**config.mk**
```make
export PLATFORM = sky130hd
export DESIGN_NAME = sopo_front
export DESIGN_NICKNAME = d
export VERILOG_FILES = /design/src/rtl/core/sopo_pkg.sv /design/src/rtl/core/sopo_front.sv
export SDC_FILE = /design/constraint.sdc
export NUM_CORES = 1
export LEC_CHECK = 0
export BUFFER_PORTS_ARGS = -buffer_cell sky130_fd_sc_hd__buf_4
export CORE_UTILIZATION = 40
export DETAILED_ROUTE_END_ITERATION = 10
export GPL_TIMING_DRIVEN = 0
export PLACE_DENSITY = 0.59
export SYNTH_ARGS = -nofsm -noshare
export SYNTH_HDL_FRONTEND = slang
export SYNTH_SLANG_ARGS = --single-unit
```
**constraint.sdc**
```tcl
create_clock -name clock -period 7.05 [get_ports clock]
set_input_delay 1.0575 -clock clock [delete_from_list [all_inputs] [get_ports clock]]
set_output_delay 1.0575 -clock clock [all_outputs]
set_load 0.02 [all_outputs]
```
**src/rtl/core/sopo_pkg.sv**
```systemverilog
// Shared types and constants for the segment perpendicular offset points unit.
// No dependencies; every module of the unit imports this package.
`timescale 1ns / 1ps
package sopo_pkg;

   localparam int COORD_W        = 32;
   localparam int OFFSET_W       = 24;
   localparam int NORM_W         = 31;
   localparam int ROOT_W         = 32;
   localparam int SQRT_STAGES    = 32;
   localparam int DIV_STAGES     = 24;
   localparam int QUEUE_DEPTH_DEFAULT = 4;
   localparam logic [OFFSET_W-1:0] OFFSET_RESET = 24'd65536;

   // Side information that travels with a segment through the arithmetic pipeline.
   typedef struct packed {
      logic [COORD_W-1:0] mid_x;
      logic [COORD_W-1:0] mid_y;
      logic               neg_x;
      logic               neg_y;
      logic               zero;
   } side_type;

   // One classified segment handed from the front to the back.
   typedef struct packed {
      side_type          side;
      logic [NORM_W-1:0] abs_x;
      logic [NORM_W-1:0] abs_y;
   } item_type;

endpackage

```
**src/rtl/core/sopo_front.sv**
```systemverilog
// Front end: accepts segment beats, forms midpoint and normalized direction magnitudes.
// Depends on sopo_pkg.
`timescale 1ns / 1ps
module sopo_front
   import sopo_pkg::*;
(
   input  logic                      clock,
   input  logic                      reset,
   input  logic                      push,
   output logic                      full,
   input  logic signed [COORD_W-1:0] req_start_x,
   input  logic signed [COORD_W-1:0] req_start_y,
   input  logic signed [COORD_W-1:0] req_end_x,
   input  logic signed [COORD_W-1:0] req_end_y,
   output logic                      q_push,
   output item_type                  q_item,
   input  logic                      q_ready
);

   logic              valid_ff, valid_in;
   logic [COORD_W-1:0] mid_x_ff, mid_y_ff;
   logic              neg_x_ff, neg_y_ff;
   logic [COORD_W:0]  abs_x_ff, abs_y_ff;

   logic              accept;
   logic [COORD_W:0]  sum_x, sum_y, dir_x, dir_y, mag;
   logic [5:0]        msb;
   logic [COORD_W:0]  sh_x, sh_y;

   assign full     = valid_ff && !q_ready;
   assign accept   = push && !full;
   assign q_push   = valid_ff && q_ready;
   assign valid_in = accept || (valid_ff && !q_ready);

   assign sum_x = {req_start_x[COORD_W-1], req_start_x} + {req_end_x[COORD_W-1], req_end_x};
   assign sum_y = {req_start_y[COORD_W-1], req_start_y} + {req_end_y[COORD_W-1], req_end_y};
   assign dir_x = {req_end_x[COORD_W-1], req_end_x} - {req_start_x[COORD_W-1], req_start_x};
   assign dir_y = {req_end_y[COORD_W-1], req_end_y} - {req_start_y[COORD_W-1], req_start_y};

   always_ff @(posedge clock) begin
      if (reset) begin
         valid_ff <= 1'b0;
      end else begin
         valid_ff <= valid_in;
      end
   end

   always_ff @(posedge clock) begin
      if (accept) begin
         // Floor of half the sum is the arithmetic shift of the 33-bit sum.
         mid_x_ff <= sum_x[COORD_W:1];
         mid_y_ff <= sum_y[COORD_W:1];
         neg_x_ff <= !dir_y[COORD_W] && (dir_y != '0);
         neg_y_ff <= dir_x[COORD_W];
         abs_x_ff <= dir_x[COORD_W] ? (~dir_x + 1'b1) : dir_x;
         abs_y_ff <= dir_y[COORD_W] ? (~dir_y + 1'b1) : dir_y;
      end
   end

   // Scale both magnitudes so that the larger one has its top bit at position 30.
   assign mag = (abs_x_ff > abs_y_ff) ? abs_x_ff : abs_y_ff;

   always_comb begin
      msb = '0;
      for (int i = 0; i <= COORD_W; i++) begin
         if (mag[i]) begin
            msb = 6'(i);
         end
      end
   end

   always_comb begin
      if (msb < 6'(NORM_W - 1)) begin
         sh_x = abs_x_ff << (6'(NORM_W - 1) - msb);
         sh_y = abs_y_ff << (6'(NORM_W - 1) - msb);
      end else begin
         sh_x = abs_x_ff >> (msb - 6'(NORM_W - 1));
         sh_y = abs_y_ff >> (msb - 6'(NORM_W - 1));
      end
   end

   always_comb begin
      q_item.side.mid_x = mid_x_ff;
      q_item.side.mid_y = mid_y_ff;
      q_item.side.neg_x = neg_x_ff;
      q_item.side.neg_y = neg_y_ff;
      q_item.side.zero  = (mag == '0);
      q_item.abs_x      = sh_x[NORM_W-1:0];
      q_item.abs_y      = sh_y[NORM_W-1:0];
   end

endmodule

```
Word level (Yosys, flattened, before mapping)
Index checks and enable logic that the tools add are counted.

Bits in registers: 133. Logic and storage cells: 72. Input port bits: 132. Output and inout port bits: 131.

Reduce and logical (&&, ||, !) cells: 10. $add $sub $neg: 8. Muxes and demuxes: 37. Shift operators: 4. Bitwise logic cells: 2. Order comparisons: 2.

Operators by type and width (count): 6-bit two-way mux (31); 32-bit by 32-bit adder with 33-bit output (2); 33-bit by 1-bit adder with 33-bit output (second input constant) (2); 33-bit NOT (2); 33-bit by 6-bit left shift with 31-bit output (2); 33-bit by 6-bit right shift with 31-bit output (2); 32-bit by 32-bit subtractor with 33-bit output (2); 32-bit two-way mux (2); 31-bit two-way mux (2); 33-bit greater-than comparator (1); 33-bit zero test (1); 33-bit two-way mux (1); 33-bit nonzero test (1); 6-bit by 5-bit less-than comparator with 1-bit output (second input constant) (1); 5-bit by 6-bit subtractor with 6-bit output (first input constant) (1); 6-bit by 5-bit subtractor with 6-bit output (second input constant) (1); 1-bit logical AND (4); 1-bit zero test (3); 1-bit logical OR (1); 1-bit two-way mux (1).

Logic depth before layout (Yosys ltp)
Gate-level depths: netlist of the first run.

Word-level depth: 37. Depth in mapped cells: 26. Depth with buffers taken out: 20.

Least setup slack after synthesis of the first run
OpenSTA, ideal clock, no wires.

Kind: input to register. From: input port q_ready. To: register abs_x_ff[0] (enable). Path buffers: 0. Arrival time: 6975 ps. Stages on the path: 2. Library setup time: 638 ps. Data required time: 6412 ps. Slack: -563 ps. Path through: nor2b_1 > nor2b_1.

Longest elaborated chain between the ends: 4.

RTL lines: from (decl) (RTL line sopo_front.sv:17) `input logic q_ready`; 1-bit zero test (RTL line sopo_front.sv:30) `assign full = valid_ff && !q_ready;`; 1-bit logical AND (RTL line sopo_front.sv:30); 1-bit zero test (RTL line sopo_front.sv:31) `assign accept = push && !full;`; 1-bit logical AND (RTL line sopo_front.sv:31); via accept (RTL line sopo_front.sv:25) `logic accept;`; to (signal assigned) (RTL line sopo_front.sv:55) `abs_x_ff <= dir_x[COORD_W] ? (~dir_x + 1'b1) : dir_x;`; to (decl) (RTL line sopo_front.sv:23) `logic [COORD_W:0] abs_x_ff, abs_y_ff;`.

The timed path passes the listed nets, and every way through them passes these cells. A chain may end at the register's enable or synchronous reset.

==> results of run 1 <==
==> state kept, by name, summed over array words and instances, names as in the netlist <==
name and count:
mid_y_ff 32, neg_x_ff 1, abs_x_ff 33, mid_x_ff 32, valid_ff 1, abs_y_ff 33, neg_y_ff 1
==> through the flow <==
step	setup slack (ns)	instances	hold WS, ns	total power, mW
2_1_floorplan	0.475	2448	0.677	5.55
3_3_place_gp	-2.55	3374	0.603	8.31
3_5_place_dp	-2.45	3378	0.639	8.26
4_1_cts	-0.00339	3448	0.651	9.75
5_1_grt	-0.240	3532	0.692	11.3
6_report	-0.0715	3532	0.647	11.0
==> worst reg2reg max path: stages, from the launching register on <==
cell and delay [ns]:
dfxtp_1 0.31, nor2b_1 0.17, nor2b_4 0.64, buf_12 0.28
buf_16 0.21
==> layout make-up <==
| cell class | instances | area (sq um) |
|---|---|---|
| flip-flops and latches | 133 | 3980 |
| clock buffers | 17 | 425 |
| clock inverters | 15 | 129 |
| multi-input cells | 1980 | 15700 |
| plain buffers | 128 | 965 |
| fillers | 4652 | 23000 |
| well taps | 664 | 831 |
| repair buffers | 407 | 3280 |
| inverters | 188 | 717 |
==> power groups by stage <==
| stage | clock [mW] | combinational (mW) | sequential (mW) |
|---|---|---|---|
| 3_5_place_dp | 0 | 7.05 | 1.22 |
| 3_3_place_gp | 0 | 7.09 | 1.22 |
| 5_1_grt | 0.923 | 9.20 | 1.19 |
| 2_1_floorplan | 0 | 4.34 | 1.21 |
| 4_1_cts | 0.896 | 7.67 | 1.18 |
| 6_report | 0.879 | 8.96 | 1.19 |
==> final timing paths <==
| path | startpoint | endpoint | slack (ns) |
|---|---|---|---|
| hold reg to reg | valid_ff | valid_ff | 0.65 |
| setup / recovery | abs_y_ff[11] | q_item[16] | -0.07 |
| hold / removal | valid_ff | valid_ff | 0.65 |
| setup reg to reg | valid_ff | abs_x_ff[1] | 5.13 |
==> logic make-up (layout without fill, tap and decap cells) <==
logic type,after synthesis,count (layout),share of synthesized area
AO/OA/AOI/OAI,643,643,0.218
XOR/XNOR,163,163,0.0715
adder cells (fa/ha/maj),171,171,0.109
buffers and inverters,335,755,0.0699
flip-flops,133,133,0.199
multiplexers,319,319,0.166
AND/OR/NAND/NOR,684,684,0.166
==> per-layer routing <==
layer,GRT usage,part of all wire,vias to the layer above
met2,0.548,0.44,1250
li1,-,-,9867
met3,0.0687,0.085,317
met5,0,0,-
met4,0.184,0.060,0
met1,0.451,0.41,10600
==> layout by cell type (no fill, tap or decap), types with 28 or more instances in the layout <==
cell type,synthesis,layout
a21o_1,30,30
a21oi_1,150,146
buf_4,18,392
buf_6,6,28
clkbuf_1,96,50
edfxtp_1,132,132
ha_1,167,159
inv_1,185,175
mux2i_1,293,242
mux2i_2,1,29
nand2_1,108,97
nand2b_1,33,33
nand3_1,49,46
nor2_1,242,229
nor3_1,71,67
nor4_1,45,41
o21ai_0,122,112
o22ai_1,45,38
xnor2_1,116,116
xor2_1,47,47
==> timing repair <==
action                                  CTS  global route
setup buffers                            57            83
endpoints found under the setup margin   62            62
gates cloned                              0             2
resized for setup                       184           200
pin swaps                                18            49
hold buffers                              0             0
==> run metrics, run 1 <==
Crit. path cell count 24; # IOs 263; Max clock buf depth 2; worst setup path class flop to output pin; CP peak stage delay 0.54 ns; Remaining DRCs 0; violation count after the first detailed-route iteration 2534; Crit path max-delay family compound AO/OA/AOI/OAI gates; Worst IR Drop VDD 0.233 mV; switching portion of total power 0.542; min Tclk post-route 7.12 ns; Clock Skews 0.0116 ns; worst rel slew slack 0.107; CTS Sinks 133; setup ws final -0.0715 ns; Syn Std Cell Area 20000 sq um; worst skew pair latency 0.45 ns; Seq cells post-synth 133; Gate Count Post-Synth 2448; Seq/Total Area, Yosys 0.199; Max-Cap Viols 0; initial antenna violation count 1; fin crit share 1.01; count leader, synth mux2i_1; RSZ-0062 raised after global routing yes; worst endpoint required time 5.99 ns; actual slew at the worst max-slew pin 1.33 ns; Post-DRT Antenna Nets 0; CP Capture Type output pin; most used cell, CP buf_12; WL final 92000 um; n_diodes 0; WP data arrival 6.06 ns; Worst Path Buf+Inv 7; Synth area leaders edfxtp_1, mux2i_1, ha_1; slowest CP cell or4_4; DP HPWL 69600 um; top post-synthesis cells by count mux2i_1, nor2_1, inv_1; vias post-DR 22000; die width 225 um; Clock Power Share 0.080; wire per inst 26.1 um; clock slew at the register clock pins of the worst setup and hold paths 0.06 ns; vias in the first global route 20900; share of layout cells above drive strength 1 0.256; Synth Flop Type edfxtp_1; pin count of the biggest net entering global routing 36; Finish-stage setup viols 23; Post-synth ARST share 0; Final #Nets 3158; hold depth 3; sequential share of power 0.108; Rows 81; total global-route track usage 0.349; Synth Warn # 0; R2R cell count 4; Comb power frac 0.813; core area 49100 sq um; Placer Congestion 1.05; failing checks negative setup slack; GRT overflow 0; first-pass GRT wire length 132000 um; CP cell instances inv_1 -> ha_1 -> a21o_1 -> a221o_1 -> a221oi_4 -> o22ai_4 -> o21ai_4 -> buf_8 -> mux2i_4 -> a21oi_4 -> o31ai_4 -> clkinvlp_4 -> ha_4 -> inv_4 -> nand3_2 -> or4_4 -> and3_4 -> buf_12 -> buf_12 -> mux2i_2 -> mux2i_1 -> a221oi_2 -> o221ai_2 -> buf_6; Hold Crit Class flop to flop; Layout Area Growth over Synthesis 30.4%; fin area 26000 sq um; Starting Density 0.407; Max Slew Vio Count 0; synth unique cells 92; Internal Power 5.05 mW; clk root buf clkbuf_16; Setup TNS -0.630 ns; Worst Path Max Fanout 8; post-layout util 0.531; port bufs 262; vias per cell 6.23; die height 225 um; power per cell area 423 nW/um^2; Synth top area share 0.198; Max Clk Rate 0.140 GHz; CTS Buf Count 17; Post-synth EDFFs 132; placed instance area 22900 sq um; P_sw 5.97 mW; Worst setup SP type flop; drt first pass iters 6; static leakage 11.4 nW; cell taking the most area after synthesis edfxtp_1; Total Die Area 50800 sq um; Mean Syn Cell Area 8.16 sq um; TritonCTS clock tree done; H-tree depth 4; final hold violation count 0; outcome finished, violations left; Net Count, Synth 2751
(Power assumes the default switching activity.)
==> inputs of run 2 (changes only) <==
--- a/config.mk
+++ b/config.mk
@@ -6,10 +6,12 @@
 export NUM_CORES = 1
 export LEC_CHECK = 0
 export BUFFER_PORTS_ARGS = -buffer_cell sky130_fd_sc_hd__buf_4
-export CORE_UTILIZATION = 40
+export CELL_PAD_IN_SITES_DETAIL_PLACEMENT = 1
+export CELL_PAD_IN_SITES_GLOBAL_PLACEMENT = 2
+export CORE_UTILIZATION = 33
 export DETAILED_ROUTE_END_ITERATION = 10
 export GPL_TIMING_DRIVEN = 0
-export PLACE_DENSITY = 0.59
+export PLACE_DENSITY_LB_ADDON = 0.1
 export SYNTH_ARGS = -nofsm -noshare
 export SYNTH_HDL_FRONTEND = slang
 export SYNTH_SLANG_ARGS = --single-unit
==> run metrics, run 2 (synthesized netlist as in run 1, its figures left out) <==
DP HPWL 77200 um; CTS Buf Count 17; most frequent cells in the layout buf_4, mux2i_1, nor2_1, inv_1, ha_1; n_diodes 0; worst endpoint required time 5.99 ns; failing checks negative setup slack; worst r2r src valid_ff; port bufs 262; actual slew at the worst max-slew pin 1.08 ns; # IOs 263; switching portion of total power 0.546; slowest CP cell or4_4; Remaining DRCs 0; Hold EP valid_ff; placed instance area 23000 sq um; RSZ-0062 raised after global routing yes; Max Slew Vio Count 0; Worst IR Drop VDD 0.231 mV; Crit path max-delay family compound AO/OA/AOI/OAI gates; vias per cell 5.98; worst rel slew slack 0.274; Reg area 3980 sq um; die width 248 um; power per cell area 423 nW/um^2; initial antenna violation count 0; setup ws final -0.0994 ns; static leakage 11.4 nW; Hold Crit Class flop to flop; Comb power frac 0.811; Internal Power 5.01 mW; setup slack, reg-to-reg 5.15 ns; drt first pass iters 5; Non-Filler Instances 3636; CP Capture Type output pin; Total Die Area 61500 sq um; WL final 100000 um; fin crit share 1.01; WP data arrival 6.09 ns; GRT overflow 0; Clock Power Share 0.083; dpl cells 3488; Worst Path Buf+Inv 7; fin area 26100 sq um; core area 59400 sq um; Max-Cap Viols 0; min Tclk post-route 7.15 ns; sequential share of power 0.106; total global-route track usage 0.317; Placer Congestion 0.978; violation count after the first detailed-route iteration 1650; die height 248 um; Filler Cell Count 7032; Worst R2R End mid_x_ff[12]; Clock Skews 0.0202 ns; CTS Sinks 133; Starting Density 0.336; outcome finished, violations left; worst setup path class flop to output pin; most common cell after layout, fill and taps aside buf_4; CTS Hold Buffers Added 0; hold depth 3; Finish-stage setup viols 3; clk root buf clkbuf_16; worst skew pair latency 0.49 ns; CP cell instances inv_2 -> ha_4 -> and3_4 -> a221o_1 -> a221oi_4 -> o22ai_4 -> o21ai_4 -> buf_12 -> buf_8 -> mux2i_4 -> a21oi_4 -> o31ai_4 -> clkinvlp_4 -> ha_4 -> inv_4 -> nand3_4 -> or4_4 -> and3_4 -> buf_12 -> mux2i_1 -> mux2i_1 -> a221oi_4 -> o221ai_2 -> buf_4; hold wc startpoint valid_ff; P_sw 6.04 mW; worst hold slack 0.648 ns; vias post-DR 21800; Rows 89; Worst Path Max Fanout 8; leading registers by flop count abs_x_ff x33, abs_y_ff x33; Post-DRT Antenna Nets 0; H-tree depth 4; share of layout cells above drive strength 1 0.253; clock slew at the register clock pins of the worst setup and hold paths 0.07 ns; final hold violation count 0; CP peak stage delay 0.54 ns; Worst setup SP type flop; Multi-input gate area 15700 sq um; wire per inst 27.5 um; TritonCTS clock tree done; Max clock buf depth 2; Layout Area Growth over Synthesis 30.8%; Final #Nets 3153; pin count of the biggest net entering global routing 36; R2R cell count 5; vias in the first global route 21700; first-pass GRT wire length 144000 um; Max Clk Rate 0.140 GHz
-- run 2: cell types whose count changed in the layout (fill, tap and decap cells not counted), sizes merged --
cell	before	now
buf	463	453
clkbuf	89	95
inv	189	187
bufinv	1	2
-- run 2: through the flow --
stage	setup slack, ns	total power [mW]	TNS (ns)	util
after floorplan	0.475	5.55	0	-
after global placement	-2.62	8.42	-124.84	0.386
after detailed placement	-2.60	8.44	-122.95	0.388
after CTS	0.00454	10.2	0	0.422
after global routing	-0.246	11.4	-4.53	0.440
final	-0.0994	11.0	-0.128	0.440
-- run 2: what timing repair did --
item                       CTS  global route
setup buffers               81            53
resized for setup          234           143
pin swaps                   27            54
cloned                       0             4
setup endpoints to repair   62            62
-- run 2: worst max-delay path by stage --
stage / start / end / slack, ns / cells past startpoint
3_5_place_dp: abs_y_ff[26] / q_item[37] / -2.60 / 23
4_1_cts: abs_y_ff[10] / q_item[48] / 0.005 / 25
6_report: abs_y_ff[10] / q_item[16] / -0.1 / 24
3_3_place_gp: abs_y_ff[26] / q_item[37] / -2.62 / 23
5_1_grt: abs_y_ff[10] / q_item[16] / -0.25 / 24
2_1_floorplan: abs_y_ff[21] / q_item[53] / 0.47 / 25
-- run 2: power by group through the flow --
| stage | Combinational, mW | Sequential (mW) | Clock [mW] |
|---|---|---|---|
| finish | 8.96 | 1.17 | 0.915 |
| global route | 9.24 | 1.18 | 0.967 |
| CTS | 8.07 | 1.18 | 0.945 |
| detailed placement | 7.23 | 1.22 | 0 |
| global placement | 7.20 | 1.22 | 0 |
| floorplan | 4.34 | 1.21 | 0 |
-- run 2: area by class of cell --
class	count	area share
clock buffer	18	0.0164
sequential	133	0.152
inverter	188	0.0278
clock inverter	14	0.00517
buffer	126	0.0367
tap	773	0.0370
multi-input combinational	1980	0.599
timing repair buffer	404	0.125
-- run 2: worst reg2reg max path, stage by stage, from the launching register on --
cell and delay, ns:
dfxtp_1 0.30, nor2b_1 0.17, nor2b_4 0.29, buf_12 0.27, buf_12 0.27, buf_12 0.27
-- run 2: layer usage --
metal | GRT usage | wire [um] | up-vias
met5 | 0 | 0 | -
met4 | 0.146 | 5150 | 0
met3 | 0.0537 | 6490 | 250
met2 | 0.509 | 45100 | 903
met1 | 0.414 | 43300 | 10700
li1 | - | - | 9864
