`config.mk`:
```
export PLATFORM = sky130hd
export DESIGN_NAME = sopo_queue
export DESIGN_NICKNAME = d
export VERILOG_FILES = /design/src/rtl/core/sopo_pkg.sv /design/src/rtl/core/sopo_queue.sv
export SDC_FILE = /design/constraint.sdc
export NUM_CORES = 1
export LEC_CHECK = 0
export ABC_AREA = 1
export BUFFER_PORTS_ARGS = -buffer_cell sky130_fd_sc_hd__buf_2
export CAP_MARGIN = 5
export CORE_MARGIN = 2
export CORE_UTILIZATION = 35
export DETAILED_ROUTE_END_ITERATION = 6
export PLACE_DENSITY = 0.52
export SYNTH_ARGS = -nofsm -noshare
export SYNTH_HDL_FRONTEND = slang
export SYNTH_SLANG_ARGS = --single-unit
```
`constraint.sdc`:
```
create_clock -name clock -period 7.2 [get_ports clock]
set_input_delay 0.36 -clock clock [delete_from_list [all_inputs] [get_ports clock]]
set_output_delay 0.36 -clock clock [all_outputs]
set_load 0.02 [all_outputs]
```
`src/rtl/core/sopo_pkg.sv`:
```
// Shared types and constants for the segment perpendicular offset points unit.
// No dependencies; every module of the unit imports this package.
`timescale 1ns / 1ps
package sopo_pkg;

   localparam int COORD_W        = 32;
   localparam int OFFSET_W       = 24;
   localparam int NORM_W         = 31;
   localparam int ROOT_W         = 32;
   localparam int SQRT_STAGES    = 32;
   localparam int DIV_STAGES     = 24;
   localparam int QUEUE_DEPTH_DEFAULT = 4;
   localparam logic [OFFSET_W-1:0] OFFSET_RESET = 24'd65536;

   // Side information that travels with a segment through the arithmetic pipeline.
   typedef struct packed {
      logic [COORD_W-1:0] mid_x;
      logic [COORD_W-1:0] mid_y;
      logic               neg_x;
      logic               neg_y;
      logic               zero;
   } side_type;

   // One classified segment handed from the front to the back.
   typedef struct packed {
      side_type          side;
      logic [NORM_W-1:0] abs_x;
      logic [NORM_W-1:0] abs_y;
   } item_type;

endpackage

```
`src/rtl/core/sopo_queue.sv`:
```
// Small first-in first-out queue that decouples the front from the back.
// Depends on sopo_pkg.
`timescale 1ns / 1ps
module sopo_queue
   import sopo_pkg::*;
#(
   parameter int DEPTH = QUEUE_DEPTH_DEFAULT
)
(
   input  logic     clock,
   input  logic     reset,
   input  logic     wr_push,
   input  item_type wr_item,
   output logic     wr_full,
   input  logic     rd_pop,
   output item_type rd_item,
   output logic     rd_valid
);

   localparam int PTR_W = (DEPTH > 1) ? $clog2(DEPTH) : 1;

   item_type         mem_ff [DEPTH];
   logic [PTR_W-1:0] wr_ptr_ff, rd_ptr_ff;
   logic [PTR_W:0]   count_ff;
   logic             do_wr, do_rd;

   assign wr_full  = (count_ff == (PTR_W+1)'(DEPTH));
   assign rd_valid = (count_ff != '0);
   assign do_wr    = wr_push && !wr_full;
   assign do_rd    = rd_pop && rd_valid;
   assign rd_item  = mem_ff[rd_ptr_ff];

   always_ff @(posedge clock) begin
      if (reset) begin
         wr_ptr_ff <= '0;
         rd_ptr_ff <= '0;
         count_ff  <= '0;
      end else begin
         if (do_wr) begin
            wr_ptr_ff <= (wr_ptr_ff == PTR_W'(DEPTH - 1)) ? '0 : wr_ptr_ff + 1'b1;
         end
         if (do_rd) begin
            rd_ptr_ff <= (rd_ptr_ff == PTR_W'(DEPTH - 1)) ? '0 : rd_ptr_ff + 1'b1;
         end
         if (do_wr && !do_rd) begin
            count_ff <= count_ff + 1'b1;
         end else if (do_rd && !do_wr) begin
            count_ff <= count_ff - 1'b1;
         end
      end
   end

   always_ff @(posedge clock) begin
      if (do_wr) begin
         mem_ff[wr_ptr_ff] <= wr_item;
      end
   end

   a_count_bound: assert property (@(posedge clock) disable iff (reset)
      count_ff <= (PTR_W+1)'(DEPTH))
      else $error("queue count beyond depth");

   a_fill: assert property (@(posedge clock) disable iff (reset)
      do_wr && !do_rd |=> count_ff == $past(count_ff) + 1'b1)
      else $error("queue count did not grow on write");

   a_no_underflow: assert property (@(posedge clock) disable iff (reset)
      rd_pop |-> rd_valid)
      else $error("back popped an empty queue");

endmodule

```
# --- Yosys cells after proc, flatten, opt, wreduce, memory -nomap -nowiden ---
# Memories as Yosys holds them, arrays and structs flattened. A register that Yosys moved wholly into a read port is not among the register bits.
# Cells that the tools add are included.
classes:
  n_addsub: 4
  n_eq_ne: 3
  muxes: 8
  reduce_logical: 9
ops:
  columns: ["cell", "count"]
  rows:
  - ["2-bit 2-to-1 mux", 4]
  - ["3-bit 2-to-1 mux", 2]
  - ["2-bit by 1-bit adder with 2-bit output (second input constant)", 2]
  - ["2-bit == test (second input constant)", 2]
  - ["1-bit logical AND", 4]
  - ["3-bit by 1-bit adder with 3-bit output (second input constant)", 1]
  - ["3-bit == test (second input constant)", 1]
  - ["1-bit zero test", 3]
  - ["3-bit nonzero test", 1]
  - ["3-bit by 1-bit subtractor with 3-bit output (second input constant)", 1]
  - ["1-bit 2-to-1 mux", 2]
  - ["2-bit nonzero test", 1]
totals:
  ff_bits: 7
  ramBits: 516
  inputBits: 133
  output_inout_bits: 131
  word_cells: 28
  n_memories: 1
memory_table:
  columns: ["name", "words", "width", "rd", "rd_ports_with_merged_regs", "write_ports", "line", "text"]
  rows:
  - ["mem_ff", 4, 129, 1, 1, 1, "sopo_queue.sv:22", "item_type mem_ff [DEPTH];"]

# --- Depth between registers and ports, before layout ---
# Gate-level depths: netlist of the first run.
depth:
  ltp_word: 7
  depth_mapped: 13
  mapped_depth_nobuf: 13

# --- Worst setup path after synthesis of the first run ---
# No wires, ideal clock.
synth_path:
  path_type: "register -> register"
  start: "reg count_ff[0]"
  end: "mem mem_ff[0][0] (netlist bit) (enable)"
  setup_time_ns: 0.619
  t_arrival_ns: 6.064
  t_required_ns: 6.581
  setup_slack_ns: 0.517
  stages_incl_launch_ff: 5
  n_path_buf: 0
  synth_period_minus_slack_ns: 6.683
  path_cell_list: "dfxtp_1 > nor2_1 > nand2_1 > nand2_1 > nor2_1"
synth_between:
  elab_chain_cells: 5
synth_rtl:
  columns: ["item", "line", "text"]
  rows:
  - ["start: declaration", "sopo_queue.sv:24", "logic [PTR_W:0] count_ff;"]
  - ["start signal: assignment", "sopo_queue.sv:46", "count_ff <= count_ff + 1'b1;"]
  - ["start signal: assignment", "sopo_queue.sv:48", "count_ff <= count_ff - 1'b1;"]
  - ["3-bit == test", "sopo_queue.sv:27", "assign wr_full = (count_ff == (PTR_W+1)'(DEPTH));"]
  - ["1-bit zero test", "sopo_queue.sv:29", "assign do_wr = wr_push && !wr_full;"]
  - ["1-bit logical AND", "sopo_queue.sv:29", null]
  - ["1-bit 2-to-1 mux", "sopo_queue.sv:54", "if (do_wr) begin"]
  - ["1-bit 2-to-1 mux (not written as such)", "sopo_queue.sv:55", "mem_ff[wr_ptr_ff] <= wr_item;"]
  - ["end: declaration", "sopo_queue.sv:22", null]
# Every way passes these cells.

==> results of run 1 <==
-- flip-flops by register name, summed over array words and instances (netlist names), named ones only --
| register | flops |
|---|---|
| count_ff | 3 |
| rd_ptr_ff | 2 |
| mem_ff | 516 |
| wr_ptr_ff | 2 |
-- critical path: cells and delay by family (launching register included) --
kind / cells / cell delay (ns)
buf+inv: 3 / 1.56
compound gates: 2 / 0.49
flops: 1 / 0.55
-- kinds of logic (layout without fill, tap and decap cells) --
kind of cell,count (synthesis),after routing,synth area share
flip-flops,525,525,0.798
AO/OA/AOI/OAI,391,391,0.108
buffers and inverters,101,525,0.0322
AND/OR/NAND/NOR,292,292,0.0564
other,0,7,0
XOR/XNOR,1,1,0.000446
adder cells (fa/ha/maj),7,7,0.00484
-- cell usage after synthesis --
| library cell | number |
|---|---|
| a21oi_1 | 3 |
| buf_2 | 6 |
| buf_4 | 15 |
| buf_6 | 24 |
| clkbuf_1 | 33 |
| clkbuf_2 | 6 |
| dfxtp_1 | 9 |
| edfxtp_1 | 516 |
| fa_1 | 1 |
| ha_1 | 6 |
| inv_1 | 16 |
| inv_4 | 1 |
| nand2_1 | 14 |
| nand3_1 | 2 |
| nand3b_1 | 2 |
| nand4_1 | 1 |
| nor2_1 | 273 |
| o21ai_0 | 165 |
| o21ai_1 | 94 |
| o22ai_1 | 129 |
| xor2_1 | 1 |
-- area by class of cell --
class | instances | area [µm²] | area share
clock inverter | 22 | 158 | 0.00644
tap | 748 | 936 | 0.0382
multi-input combinational | 691 | 3360 | 0.137
clock buffer | 79 | 1520 | 0.0620
timing repair buffer | 407 | 2740 | 0.112
inverter | 17 | 76.3 | 0.00312
antenna | 7 | 17.5 | 0.000715
sequential | 525 | 15700 | 0.641
-- power by group --
| group | switching (mW) | internal (mW) | leakage [nW] | total [mW] |
|---|---|---|---|---|
| combinational | 1.95 | 0.783 | 2.89 | 2.73 |
| sequential | 0.122 | 3.73 | 4.80 | 3.85 |
| clock | 1.12 | 1.53 | 0.821 | 2.65 |
-- per-layer routing --
layer  track usage  part of all wire  vias up
li1              -                 -     5754
met1         0.200              0.43     5983
met2         0.268              0.48      286
met3        0.0482             0.069       80
met4        0.0524             0.023        6
met5             0           0.00074        -
-- layout by cell type (no fill, tap or decap), types with 2 or more instances in the layout --
cell and count:
dfxtp_1 7, dlygate4sd3_1 130, buf_4 13, nor2_4 4, ha_1 6, inv_1 15, edfxtp_1 516, o21ai_1 94
nand2_1 14, clkbuf_16 57, buf_2 263, clkinv_1 7, nor2_1 269, a21oi_1 3, nand3_1 2, dfxtp_4 2
clkinv_2 11, bufinv_16 2, o21ai_0 165, nand3b_1 2, o22ai_1 129, diode_2 7, clkbuf_1 21
-- per-stage QoR --
step                setup WS, ns  instances  utilization  cell area (µm²)
floorplan                  0.517       1317            -            19600
global placement            4.12       2258        0.389            21500
detailed placement          4.11       2258        0.389            21500
CTS                         3.46       2489        0.442            24500
global route                3.27       2496        0.443            24500
finish                      3.55       2496        0.443            24500
-- worst paths after layout --
kind         slack (ns)                  endpoint  depth (start not counted)                startpoint
max                3.55               rd_item[95]                          5                 flip-flop
max reg2reg        4.48  mem_ff[1][110]$_DFFE_PP_                          5  count_ff[0]$_SDFFE_PP0P_
min reg2reg        0.53  count_ff[1]$_SDFFE_PP0P_                          2  count_ff[1]$_SDFFE_PP0P_
min                 0.1                 flip-flop                          4                    rd_pop
-- what timing repair did --
| item | CTS | global route |
|---|---|---|
| hold buffers | 130 | 0 |
| endpoints found under the hold margin | 517 | 0 |
| endpoints found under the setup margin | 0 | 0 |
| buffers inserted | 0 | 0 |
==> results.py, run 1 <==
metrics = {
    "status": {
        "status": "completed",
    },
    "yosys": {
        "ys_top_cells_by_area": "edfxtp_1 79%, nor2_1 5.2%, o21ai_0 4.2%",
        "synthDistinctLibCells": 21,
        "syn_area_um2": 19600,
        "syn_avg_cell_area_um2": 14.9,
        "yosys.area.top_type_share": 0.789,
        "ys_ff_latch": 525,
        "seq_area_frac_synth": 0.798,
        "postSynthCellCount": 1317,
        "ys_warn_count": 0,
        "synth.largest_area_cell": "edfxtp_1",
        "syn_nets": 1457,
    },
    "floorplan": {
        "coreArea_um2": 55300,
        "die-area_um2": 58000,
        "die-width_um": 241,
        "die-height_um": 241,
        "start_util": 0.355,
        "io_pins": 264,
        "num_rows": 86,
    },
    "grt": {
        "antenna_found_initial": 10,
        "grt_max_degree": 120,
        "grt_pass1_wl_mm": 70.9,
        "grt_usage": 0.161,
        "grt_pass1_vias": 12200,
        "grt_overflow": 0,
    },
    "pwr": {
        "total_power_mw": 9.24,
        "p_per_area_nw_per_um2": 377,
        "irDropWorstVdd_mv": 0.259,
        "leakagePower_nw": 8.52,
    },
    "clocking": {
        "clock_sinks": 525,
        "ctsLongestPathBuffers": 3,
        "h-tree-depth": 2,
        "clock_latency_ns": 0.59,
        "cts_tree": "built",
        "cts.clk_slew.worst_paths_ns": 0.06,
        "clk_root_buffer_cell": "clkbuf_16",
        "cts_resized": 0,
        "cts_made_buffers": 56,
    },
    "worst_hold_path": {
        "hp-class": "input pin to flip-flop",
    },
    "sta": {
        "fmax_mhz": 274,
        "setup_viol": 0,
        "fin_crit_ns": 3.65,
        "worstMarginPinSlew_ns": 1.10,
        "rsz0062_at_grt": "false",
        "maxSlewViolCount": 0,
        "timing.final.hold_violations": 0,
        "tns_ns": 0,
        "finClkSkew_ns": 0.0152,
        "period_share": 0.507,
        "slew_headroom": 0.268,
        "holdWs_ns": 0.0958,
    },
    "route": {
        "route.detailed.drc": 0,
        "postRouteAntennaNets": 0,
        "wirelength_mm": 47.3,
        "firstDrtPassIters": 4,
        "viasPerCell": 4.85,
        "dr_total_vias": 12100,
        "first_iter_violations": 721,
        "wl_per_cell_um": 18.9,
    },
    "layout": {
        "fill_cells": 5073,
        "area_growth_pct": 24.7,
        "drive_gt1_frac": 0.206,
        "final_nets": 1838,
    },
    "critical_path": {
        "path_max_fanout": 86,
        "required_ns": 6.84,
        "worst-setup-path-type": "flip-flop to output port",
        "critPathMostFrequentCell": "buf_4",
        "crit_path_start_kind": "flip-flop",
        "setup.worst_path.end_class": "output port",
        "cpPeakStageDelay_ns": 0.77,
        "path_cells": "buf_4, buf_4, o21ai_0, o22ai_1, buf_2",
        "crit_slowest_cell": "buf_4",
        "worstPathArrival_ns": 3.29,
    },
    "placed_design": {
        "finalWeightedCongestion": 0.713,
        "port_buffers": 263,
        "place_hpwl_mm": 24.9,
    },
    "job": {
        "maxCapViolCount": 0,
    },
}
Note: power is estimated with default switching activity, not from simulation.
==> inputs of run 2 (changes only) <==
--- a/config.mk
+++ b/config.mk
@@ -11,7 +11,7 @@
 export CORE_MARGIN = 2
 export CORE_UTILIZATION = 35
 export DETAILED_ROUTE_END_ITERATION = 6
-export PLACE_DENSITY = 0.52
+export PLACE_DENSITY = 0.5
 export SYNTH_ARGS = -nofsm -noshare
 export SYNTH_HDL_FRONTEND = slang
 export SYNTH_SLANG_ARGS = --single-unit
==> constraint.sdc (replaced) <==
create_clock -name clock -period 3.8 [get_ports clock]
set_input_delay 0.19 -clock clock [delete_from_list [all_inputs] [get_ports clock]]
set_output_delay 0.19 -clock clock [all_outputs]
set_load 0.02 [all_outputs]
==> run 2 against run 1 <==
  * Core utilization rose by 0.18 points
  * Clock power rose by 85%
  * Clock skew shrank 0.0051 ns
  * Critical endpoint is now rd_item[51]
  * Combinational power rose by 93%
  * Non-clock buffer count increased by 5
  * Largest power group unchanged
  * Final cell count is 0.28% lower
  * Global-route usage shrank 0.21 points
  * Worst setup slack got worse by 2.5 ns
==> results.py, run 2 (synthesis results as in run 1) <==
metrics = {
    "status": {
        "status": "completed",
    },
    "placed_design": {
        "port_buffers": 263,
        "finalWeightedCongestion": 0.715,
        "place_hpwl_mm": 24.4,
        "placed_cell_area_um2": 21600,
    },
    "layout": {
        "final_cell_mix": "516 x edfxtp_1, 269 x nor2_1, 263 x buf_2",
        "multi_input_comb_area_um2": 3360,
        "reg.largest.list": "mem_ff: 516 flops, count_ff: 3 flops",
        "largest_reg_flops": 516,
        "layout_commonest_cell": "edfxtp_1",
        "final_nets": 1842,
        "area_growth_pct": 25.2,
        "final-seq-area_um2": 15700,
        "largest_register": "mem_ff",
        "drive_gt1_frac": 0.205,
        "fill_cells": 5058,
        "stdcell_area_um2": 24600,
    },
    "route": {
        "dr_total_vias": 12000,
        "postRouteAntennaNets": 0,
        "first_iter_violations": 550,
        "firstDrtPassIters": 4,
        "viasPerCell": 4.81,
        "wl_per_cell_um": 18.7,
        "route.detailed.drc": 0,
        "wirelength_mm": 46.6,
    },
    "pwr": {
        "total_power_mw": 17.4,
        "leakagePower_nw": 8.55,
        "irDropWorstVdd_mv": 0.610,
        "p_per_area_nw_per_um2": 709,
    },
    "grt": {
        "grt_overflow": 0,
        "grt_usage": 0.159,
        "grt_pass1_vias": 12100,
        "grt_max_degree": 194,
        "antenna_found_initial": 2,
        "grt_pass1_wl_mm": 70.5,
    },
    "critical_path": {
        "crit_path_start_kind": "flip-flop",
        "path_max_fanout": 112,
        "worstPathArrival_ns": 2.57,
        "required_ns": 3.61,
        "path_cells": "inv_8, buf_4, nor2_1, o22ai_1, buf_2",
        "cpPeakStageDelay_ns": 0.50,
        "setup.worst_path.end_class": "output port",
        "crit_slowest_cell": "inv_8",
        "worst-setup-path-type": "flip-flop to output port",
    },
    "floorplan": {
        "die-area_um2": 58000,
        "start_util": 0.355,
        "coreArea_um2": 55300,
        "die-height_um": 241,
        "die-width_um": 241,
        "num_rows": 86,
        "io_pins": 264,
    },
    "sta": {
        "fin_crit_ns": 2.76,
        "worstMarginPinSlew_ns": 0.862,
        "maxSlewViolCount": 0,
        "rsz0062_at_grt": "false",
        "timing.final.hold_violations": 0,
        "slew_headroom": 0.425,
        "fmax_mhz": 363,
        "finClkSkew_ns": 0.0101,
        "setup_viol": 0,
        "period_share": 0.726,
    },
    "clocking": {
        "cts.clk_slew.worst_paths_ns": 0.06,
        "ctsLongestPathBuffers": 3,
        "clock_latency_ns": 0.59,
        "h-tree-depth": 2,
        "cts_tree": "built",
        "cts_resized": 0,
        "cts_made_buffers": 55,
        "clock_sinks": 525,
        "clk_root_buffer_cell": "clkbuf_16",
        "post_cts_buffers": 0,
    },
    "worst_hold_path": {
        "hp-class": "input pin to flip-flop",
    },
    "job": {
        "maxCapViolCount": 0,
    },
}
run 2: cell count changes in the layout (fill, tap and decap cells not counted), sizes merged:
cell and delta:
dlygate4sd3 +2, diode -5, clkinv -1, bufinv -1, clkbuf -5, buf +3
run 2: worst paths after layout:
path / from / to / slack [ns] / cells past startpoint
min reg2reg: wr_ptr_ff[1]$_SDFFE_PP0P_ / wr_ptr_ff[1]$_SDFFE_PP0P_ / 0.55 / 2
max reg2reg: count_ff[1]$_SDFFE_PP0P_ / count_ff[1]$_SDFFE_PP0P_ / 1.59 / 9
min: reset / count_ff[0]$_SDFFE_PP0P_ / 0.32 / 3
max: flip-flop / rd_item[51] / 1.04 / 5
run 2: through the flow:
stage / hold slack (ns) / setup TNS, ns / util / worst slack (ns) / cells
6_report: 0.325 / 0 / 0.444 / 1.04 / 2489
5_1_grt: 0.313 / 0 / 0.444 / 0.908 / 2488
4_1_cts: 0.274 / 0 / 0.444 / 0.981 / 2487
3_5_place_dp: 0.386 / 0 / 0.391 / 1.61 / 2261
3_3_place_gp: 0.377 / 0 / 0.391 / 1.66 / 2261
2_1_floorplan: 0.262 / -387.02 / - / -0.750 / 1317
run 2: where the power goes:
group	internal [mW]	total [mW]	switching (mW)
Sequential	7.06	7.27	0.211
Clock	2.79	4.89	2.10
Combinational	1.56	5.28	3.72
Total	11.4	17.4	6.03
run 2: area by class of cell:
class / count / share of cell area
clock buffers: 74 / 0.0606
diodes: 2 / 0.000204
repair buffers: 412 / 0.119
clock inverters: 20 / 0.00489
well taps: 748 / 0.0381
inverters: 17 / 0.00300
flip-flops and latches: 525 / 0.638
multi-input cells: 691 / 0.137
run 2: layer usage:
metal | vias up | share of wire | GRT usage | routed length [µm]
li1 | 5740 | - | - | -
met1 | 5884 | 0.43 | 0.201 | 20100
met2 | 274 | 0.48 | 0.264 | 22200
met3 | 69 | 0.069 | 0.0422 | 3240
met4 | 2 | 0.023 | 0.0531 | 1070
met5 | - | 0.00028 | 0 | 13
run 2: timing repair:
item / in CTS / in global routing
endpoints found under the hold margin: 525 / 0
hold buffers: 132 / 0
endpoints found under the setup margin: 0 / 0
run 2: worst max-delay path, delay by kind of cell (launching register included):
kind,cells,cell delay [ns]
buffers and inverters,3,1.20
flip-flops,1,0.37
AO/OA/AOI/OAI,1,0.27
AND/OR/NAND/NOR,1,0.07
